File: src/rtl/q2e_pkg.sv
// ----------------------------------------------------------------------------
// q2e_pkg: shared constants for the quaternion to Euler angle unit
// Angle constants, CORDIC arctangent table and fixed pipeline sizes.
// ----------------------------------------------------------------------------
package q2e_pkg;

  // Width of the Q3.30 angle accumulator.
  localparam int ZW = 34;

  // pi/2 in Q3.30 and Q3.13, pi in Q3.13.
  localparam logic signed [ZW-1:0] HALF_PI_Q30 = 34'sd1686629713;
  localparam int HALF_PI_Q13 = 12868;
  localparam int PI_Q13 = 25736;

  // The square root works on a 61-bit remainder, one result bit per cell.
  localparam int RW = 61;
  localparam int ISQRT_STEPS = 31;

  // atan(2^-i) in Q3.30.
  function automatic logic signed [ZW-1:0] atan_q30(input int i);
    logic signed [ZW-1:0] a;
    case (i)
      0: a = 34'sd843314856;
      1: a = 34'sd497837829;
      2: a = 34'sd263043836;
      3: a = 34'sd133525158;
      4: a = 34'sd67021686;
      5: a = 34'sd33543515;
      6: a = 34'sd16775850;
      7: a = 34'sd8388437;
      8: a = 34'sd4194282;
      9: a = 34'sd2097149;
      10: a = 34'sd1048575;
      11: a = 34'sd524287;
      12: a = 34'sd262143;
      13: a = 34'sd131071;
      14: a = 34'sd65535;
      15: a = 34'sd32767;
      16: a = 34'sd16383;
      17: a = 34'sd8191;
      18: a = 34'sd4095;
      19: a = 34'sd2047;
      20: a = 34'sd1023;
      21: a = 34'sd511;
      22: a = 34'sd255;
      23: a = 34'sd127;
      24: a = 34'sd63;
      25: a = 34'sd31;
      26: a = 34'sd15;
      27: a = 34'sd7;
      28: a = 34'sd3;
      29: a = 34'sd1;
      default: a = '0;
    endcase
    return a;
  endfunction

endpackage

File: src/rtl/q2e_isqrt_cell.sv
// ----------------------------------------------------------------------------
// q2e_isqrt_cell: one digit of the integer square root
// Tries one result bit against the remainder and passes both on.
// ----------------------------------------------------------------------------
module q2e_isqrt_cell #(
  parameter int BPOS = 60
) (
  input  logic                   clk,
  input  logic                   en,
  input  logic [q2e_pkg::RW-1:0] n_in,
  input  logic [q2e_pkg::RW-1:0] r_in,
  output logic [q2e_pkg::RW-1:0] n_out,
  output logic [q2e_pkg::RW-1:0] r_out
);
  import q2e_pkg::*;

  localparam logic [RW-1:0] BIT = RW'(1) << BPOS;

  logic [RW-1:0] trial;

  assign trial = r_in + BIT;

  always_ff @(posedge clk) begin
    if (en) begin
      if (n_in >= trial) begin
        n_out <= n_in - trial;
        r_out <= (r_in >> 1) + BIT;
      end else begin
        n_out <= n_in;
        r_out <= r_in >> 1;
      end
    end
  end

endmodule

File: config.mk
export PLATFORM = sky130hd
export DESIGN_NAME = q2e_isqrt_cell
export DESIGN_NICKNAME = d
export VERILOG_FILES = /design/src/rtl/q2e_pkg.sv /design/src/rtl/q2e_isqrt_cell.sv
export SDC_FILE = /design/constraint.sdc
export NUM_CORES = 1
export LEC_CHECK = 0
export BUFFER_PORTS_ARGS = -buffer_cell sky130_fd_sc_hd__buf_2
export CORE_MARGIN = 3
export CORE_UTILIZATION = 53
export DETAILED_ROUTE_END_ITERATION = 12
export GPL_TIMING_DRIVEN = 1
export PLACE_DENSITY = 0.83
export SYNTH_ARGS = -nofsm -noshare
export SYNTH_HDL_FRONTEND = slang
export SYNTH_SLANG_ARGS = --single-unit
File: constraint.sdc
create_clock -name clk -period 3.55 [get_ports clk]
set_input_delay 0.355 -clock clk [delete_from_list [all_inputs] [get_ports clk]]
set_output_delay 0.355 -clock clk [all_outputs]
set_load 0.005 [all_outputs]
Word-level counts from Yosys, hierarchy flattened
Cells that the tools add are included.

Output and inout port bits: 122. Flip-flop bits (word level): 122. Input port bits: 124. Word-level logic and storage cells: 9.

Mux-type cells: 2. Add/sub/neg operators: 3. Order comparisons: 1.

Operators by type and width (count): $add A60 B61 Y61 const B (1); $add A61 B61 Y61 const B (1); $ge A61 B61 Y1 (1); $mux W61 (1); $sub A61 B61 Y61 (1); $mux W60 (1).

Depth between registers and ports, before layout
Word-level depth: 3. Gate-level depth with buffers: 16. Depth with buffers taken out: 13.

Worst setup path after synthesis
Ideal clock, no wire load.

Kind: input port to flip-flop. Start point: in n_in[0] in the netlist's numbering. End point: reg n_out[58] in the netlist's numbering, data pin. Slack: 0.412 ns. Path buffers: 0. Library setup time: 0.260 ns. Arrival: 2.879 ns. Cell stages on the path: 13. Data required time: 3.290 ns. Cells stage by stage: inv_1 > ha_1 > fa_1 > nor2b_1 > o31a_1 > o31a_1 > o2111ai_2 > a32o_2 > o41ai_2 > a31oi_2 > o31ai_2 > xor2_1 > mux2_2.

Word-level cells in the longest chain between the ends: 2. Elaborated cells on any way between the ends: 3. Those cells by class: add/sub (1); order compare (1); mux (1).

RTL lines: from (decl) (line q2e_isqrt_cell.sv:10) `input logic [q2e_pkg::RW-1:0] n_in,`; $sub A61 B61 Y61 or $ge A61 B61 Y1 (tied branches) (line q2e_isqrt_cell.sv:26, q2e_isqrt_cell.sv:25); $mux W61 (*) (line q2e_isqrt_cell.sv:25) `if (n_in >= trial) begin`; to (signal assigned) (line q2e_isqrt_cell.sv:26) `n_out <= n_in - trial;`; to (signal assigned) (line q2e_isqrt_cell.sv:29) `n_out <= n_in;`; to (decl) (line q2e_isqrt_cell.sv:12) `output logic [q2e_pkg::RW-1:0] n_out,`.

Mark *: on every way between the ends. The rest lies on a longest branch, timed or not. A chain may end at the register's enable or synchronous reset.

Worst setup path after layout
Ends and elaborated chain as after synthesis.

==> tab_implementation.tex <==
\begin{tabular}{lr}
\hline
Metric & Value \\
\hline
\multicolumn{2}{l}{\textbf{Run status}} \\
Run status & completed \\
\multicolumn{2}{l}{\textbf{Timing}} \\
Number of hold-slack violations in the final timing report & 0 \\
Setup total negative slack & 0 ns \\
\# setup viols final & 0 \\
Least-Margin Pin Slew & around 0.54 ns \\
Fmax achieved & 0.324 GHz \\
Setup repair after global routing missed its margin & false \\
Clock period minus final worst setup slack & 3.08 ns \\
Pins over their slew limit & 0 \\
Fraction of the cycle the final worst path needs & between 80\% and 90\% \\
Slew Limit Headroom & a little under two thirds \\
\multicolumn{2}{l}{\textbf{Logic synthesis}} \\
Share of the yosys chip area belonging to registers & 42.9\% \\
Post-synthesis cell type count & between 60 and 70 \\
Number of synthesized flops with an enable pin & roughly 120 \\
Count of mapped cells out of synthesis & 846 \\
Post-synth top cells & edfxtp\_1 (122), a21oi\_1 (87), inv\_1 (70), nor2\_1 (67), ha\_1 (61) \\
Compound-Gate Fraction of Synth Area & 19.6\% \\
Average cell area after synthesis & around 10 sq um \\
Share of async-settable or async-resettable flops after synthesis & 0\% \\
Area contributors post-synth & edfxtp\_1 (43\%), ha\_1 (8.9\%), a21oi\_1 (5.1\%), inv\_1 (3.1\%), xor2\_1 (3.1\%) \\
Nets in the synthesized netlist & 1,032 \\
Adder-cell share of the synthesized area & a little under a tenth \\
Area share of xor/xnor cells in the synthesized design & under 10\% \\
Primary FF master, synth & edfxtp\_1 \\
Cell type contributing the most total cell area after synthesis & edfxtp\_1 \\
Synth Warn \# & 0 \\
Netlist area before placement & around 0.0085 sq mm \\
Post-synthesis share of cell area spent on and, or, nand and nor gates & between 10\% and 20\% \\
Share of the synthesized area in the top cell type & a little over two fifths \\
Share of synthesized area spent on multiplexers & under 10\% \\
Main combinational cell family by area after synthesis & compound AO/OA/AOI/OAI gates \\
Post-synthesis sequential element count & 122 \\
Library cell with the highest instance count after synthesis & edfxtp\_1 \\
\multicolumn{2}{l}{\textbf{Power}} \\
Cell area power density & $\sim$470 mW/mm\^{}2 \\
VDD IR-drop max & between 0.0003 and 0.0004 V \\
Power Total & approximately 5.0 mW \\
Leakage power & between 4 and 5 nW \\
\multicolumn{2}{l}{\textbf{Global route}} \\
Number of antenna violations at the first check in global routing & 1 \\
Global-route wire length before repair & between 30,000 and 40,000 um \\
Overall Global Routing Usage & between 20\% and 30\% \\
GRT Residual Overflow & 0 \\
Largest net degree at the start of global routing & 57 \\
Vias in the first global route & between 7,000 and 8,000 \\
\multicolumn{2}{l}{\textbf{Critical path}} \\
Crit start category & input port \\
Worst setup path category & in2reg \\
Critical path cell sequence & buf\_2 -> inv\_1 -> ha\_1 -> fa\_1 -> nor2b\_1 -> o31a\_1 -> o31a\_1 -> o2111ai\_2 -> a32o\_2 -> o41ai\_2 -> a31oi\_2 -> o31ai\_2 -> xor2\_1 -> mux2\_2 \\
Crit path arrival time & about 3.3 ns \\
CP most frequent cell & o31a\_1 \\
Crit-path leading delay family & compound AO/OA/AOI/OAI gates \\
Type of destination of the critical path & flop \\
Critical-path cell with the highest stage delay & fa\_1 \\
WP data required & 3.74 ns \\
Buffer and inverter count on the worst path & 2 \\
Largest fanout of any net on the critical path & 3 \\
Slowest Stage Delay on Critical Path & between 0.4 and 0.5 ns \\
\multicolumn{2}{l}{\textbf{Clock tree}} \\
H-tree depth reported by CTS & 4 \\
Number of post-CTS setup repair buffers & 0 \\
CTS sink cnt & 122 \\
CTS root buffer & clkbuf\_16 \\
Number of buffers created by CTS & 17 \\
Number of buffers between clock root and the deepest sink & 2 \\
TritonCTS clock tree & built \\
Number of cells upsized or downsized after cts & 0 \\
Clock edge transition at the registers on the reported setup and hold paths & around 0.06 ns \\
Cts-stage hold buffer count & 0 \\
\multicolumn{2}{l}{\textbf{Detailed routing}} \\
Post-DR vias/cell & about 5.6 \\
Total wirelength of the detailed-routed design & about 23,000 um \\
Number of iterations in the first detailed-routing pass & 5 \\
Via count & 7,452 \\
Count of unresolved DRC violations after routing & 0 \\
Initial DRC Count & 594 \\
Number of nets with antenna violations after routing & 0 \\
Average detailed-routed wire length per instance & 17.1 um \\
\multicolumn{2}{l}{\textbf{Floorplanning}} \\
Die Area & approximately 0.018 sq mm \\
Vertical die dimension & between 100 and 150 um \\
Die W & between 100 and 150 um \\
Starting density of the core & 55.1\% \\
Num ports & $\sim$250 \\
Placeable Area & between 0.015 and 0.02 sq mm \\
Row count & 45 \\
\multicolumn{2}{l}{\textbf{Place}} \\
Final estimated routing congestion in global placement & around 0.94 \\
DP Wirelength & about 18,000 um \\
Input/output buffers & roughly 250 \\
\multicolumn{2}{l}{\textbf{Min path}} \\
Startpoint of the tightest hold check path & r\_in[2] \\
Instance count along the most critical hold path & 1 \\
Class of the worst hold path & in2reg \\
Hold EP & r\_out[1] \\
\multicolumn{2}{l}{\textbf{Run}} \\
Max Cap Viol & 0 \\
\multicolumn{2}{l}{\textbf{Cells and area}} \\
Ratio of cells with drive above 1 in the final layout & between 30\% and 40\% \\
Total Nets Final & roughly 1,300 \\
P\&R area growth vs syn & 24.3\% \\
\hline
\end{tabular}
==> area by class of cell <==
cell class / instances / area, sq um
multi-input combinational: 610 / 4320
sequential: 122 / 3660
inverter: 70 / 263
clock buffer: 17 / 425
clock inverter: 15 / 181
fill: 1163 / 4880
tap: 211 / 264
timing repair buffer: 273 / 1490
antenna: 2 / 5.00
==> per-layer routing <==
| metal | global-route usage (%) | vias up | part of all wire, % |
|---|---|---|---|
| met5 | 0 | - | 0 |
| met4 | 10.0 | 0 | 3.0 |
| met3 | 6.50 | 51 | 8.2 |
| met2 | 41.8 | 358 | 48 |
| met1 | 32.0 | 3474 | 41 |
| li1 | - | 3569 | - |
==> how the worst max path moves through the flow <==
stage / start / endpoint / cells past startpoint
2_1_floorplan: n_in[0] / n_out[58] / 13
3_3_place_gp: n_in[0] / n_out[58] / 14
3_5_place_dp: n_in[0] / n_out[58] / 14
4_1_cts: n_in[0] / n_out[58] / 14
5_1_grt: n_in[0] / n_out[58] / 14
6_report: n_in[0] / n_out[58] / 14
==> metrics by stage <==
| stage | hold slack [ns] | cell area, sq um | setup WS (ns) | utilization [%] | std cells |
|---|---|---|---|---|---|
| after floorplan | 0.454 | 8540 | 0.412 | - | 846 |
| after global placement | 0.546 | 10000 | 0.105 | 64.6 | 1286 |
| after detailed placement | 0.548 | 10000 | 0.0648 | 64.6 | 1286 |
| after CTS | 0.104 | 10600 | 0.486 | 68.5 | 1318 |
| after global routing | 0.102 | 10600 | 0.260 | 68.5 | 1319 |
| final | 0.105 | 10600 | 0.466 | 68.5 | 1320 |
==> flip-flops by register name, summed over array words and instances (netlist names) <==
name,count
n_out,61
r_out,61
==> report_power, final <==
| group | switching, mW | internal [mW] | leakage, nW |
|---|---|---|---|
| clock | 0.636 | 1.16 | 0.289 |
| combinational | 0.757 | 0.582 | 3.27 |
| sequential | 0.0363 | 1.79 | 1.20 |
| total | 1.43 | 3.53 | 4.76 |
==> cell families after synthesis <==
| logic type | Yosys count |
|---|---|
| DFF | 122 |
| muxes | 19 |
| buffers and inverters | 114 |
| xor gates and xnor gates | 57 |
| and+or+nand+nor | 226 |
| AOI/OAI and AO/OA | 246 |
| adders and majority gates | 62 |
==> cells in the final DEF, fill, tap and decap left out, types with 5 or more instances in the layout <==
cell type | synthesis | routed
nor2_1 | 67 | 67
inv_1 | 70 | 70
nand4_1 | 27 | 27
nand3_1 | 9 | 9
o21bai_1 | 18 | 18
xnor2_1 | 27 | 27
a21oi_1 | 87 | 87
a21o_1 | 32 | 32
buf_4 | 4 | 25
nor2_2 | 19 | 19
nor3_1 | 7 | 7
mux2_1 | 7 | 7
o211ai_1 | 6 | 6
nand2b_1 | 5 | 5
o21ai_0 | 26 | 26
xor2_1 | 30 | 30
clkbuf_16 | 0 | 17
buf_2 | 16 | 244
nor2b_1 | 5 | 5
nand2_1 | 54 | 54
ha_1 | 61 | 61
a21oi_2 | 28 | 28
o21a_1 | 9 | 9
and3_1 | 5 | 5
mux2_2 | 12 | 12
edfxtp_1 | 122 | 122
(Power assumes the default switching activity.)
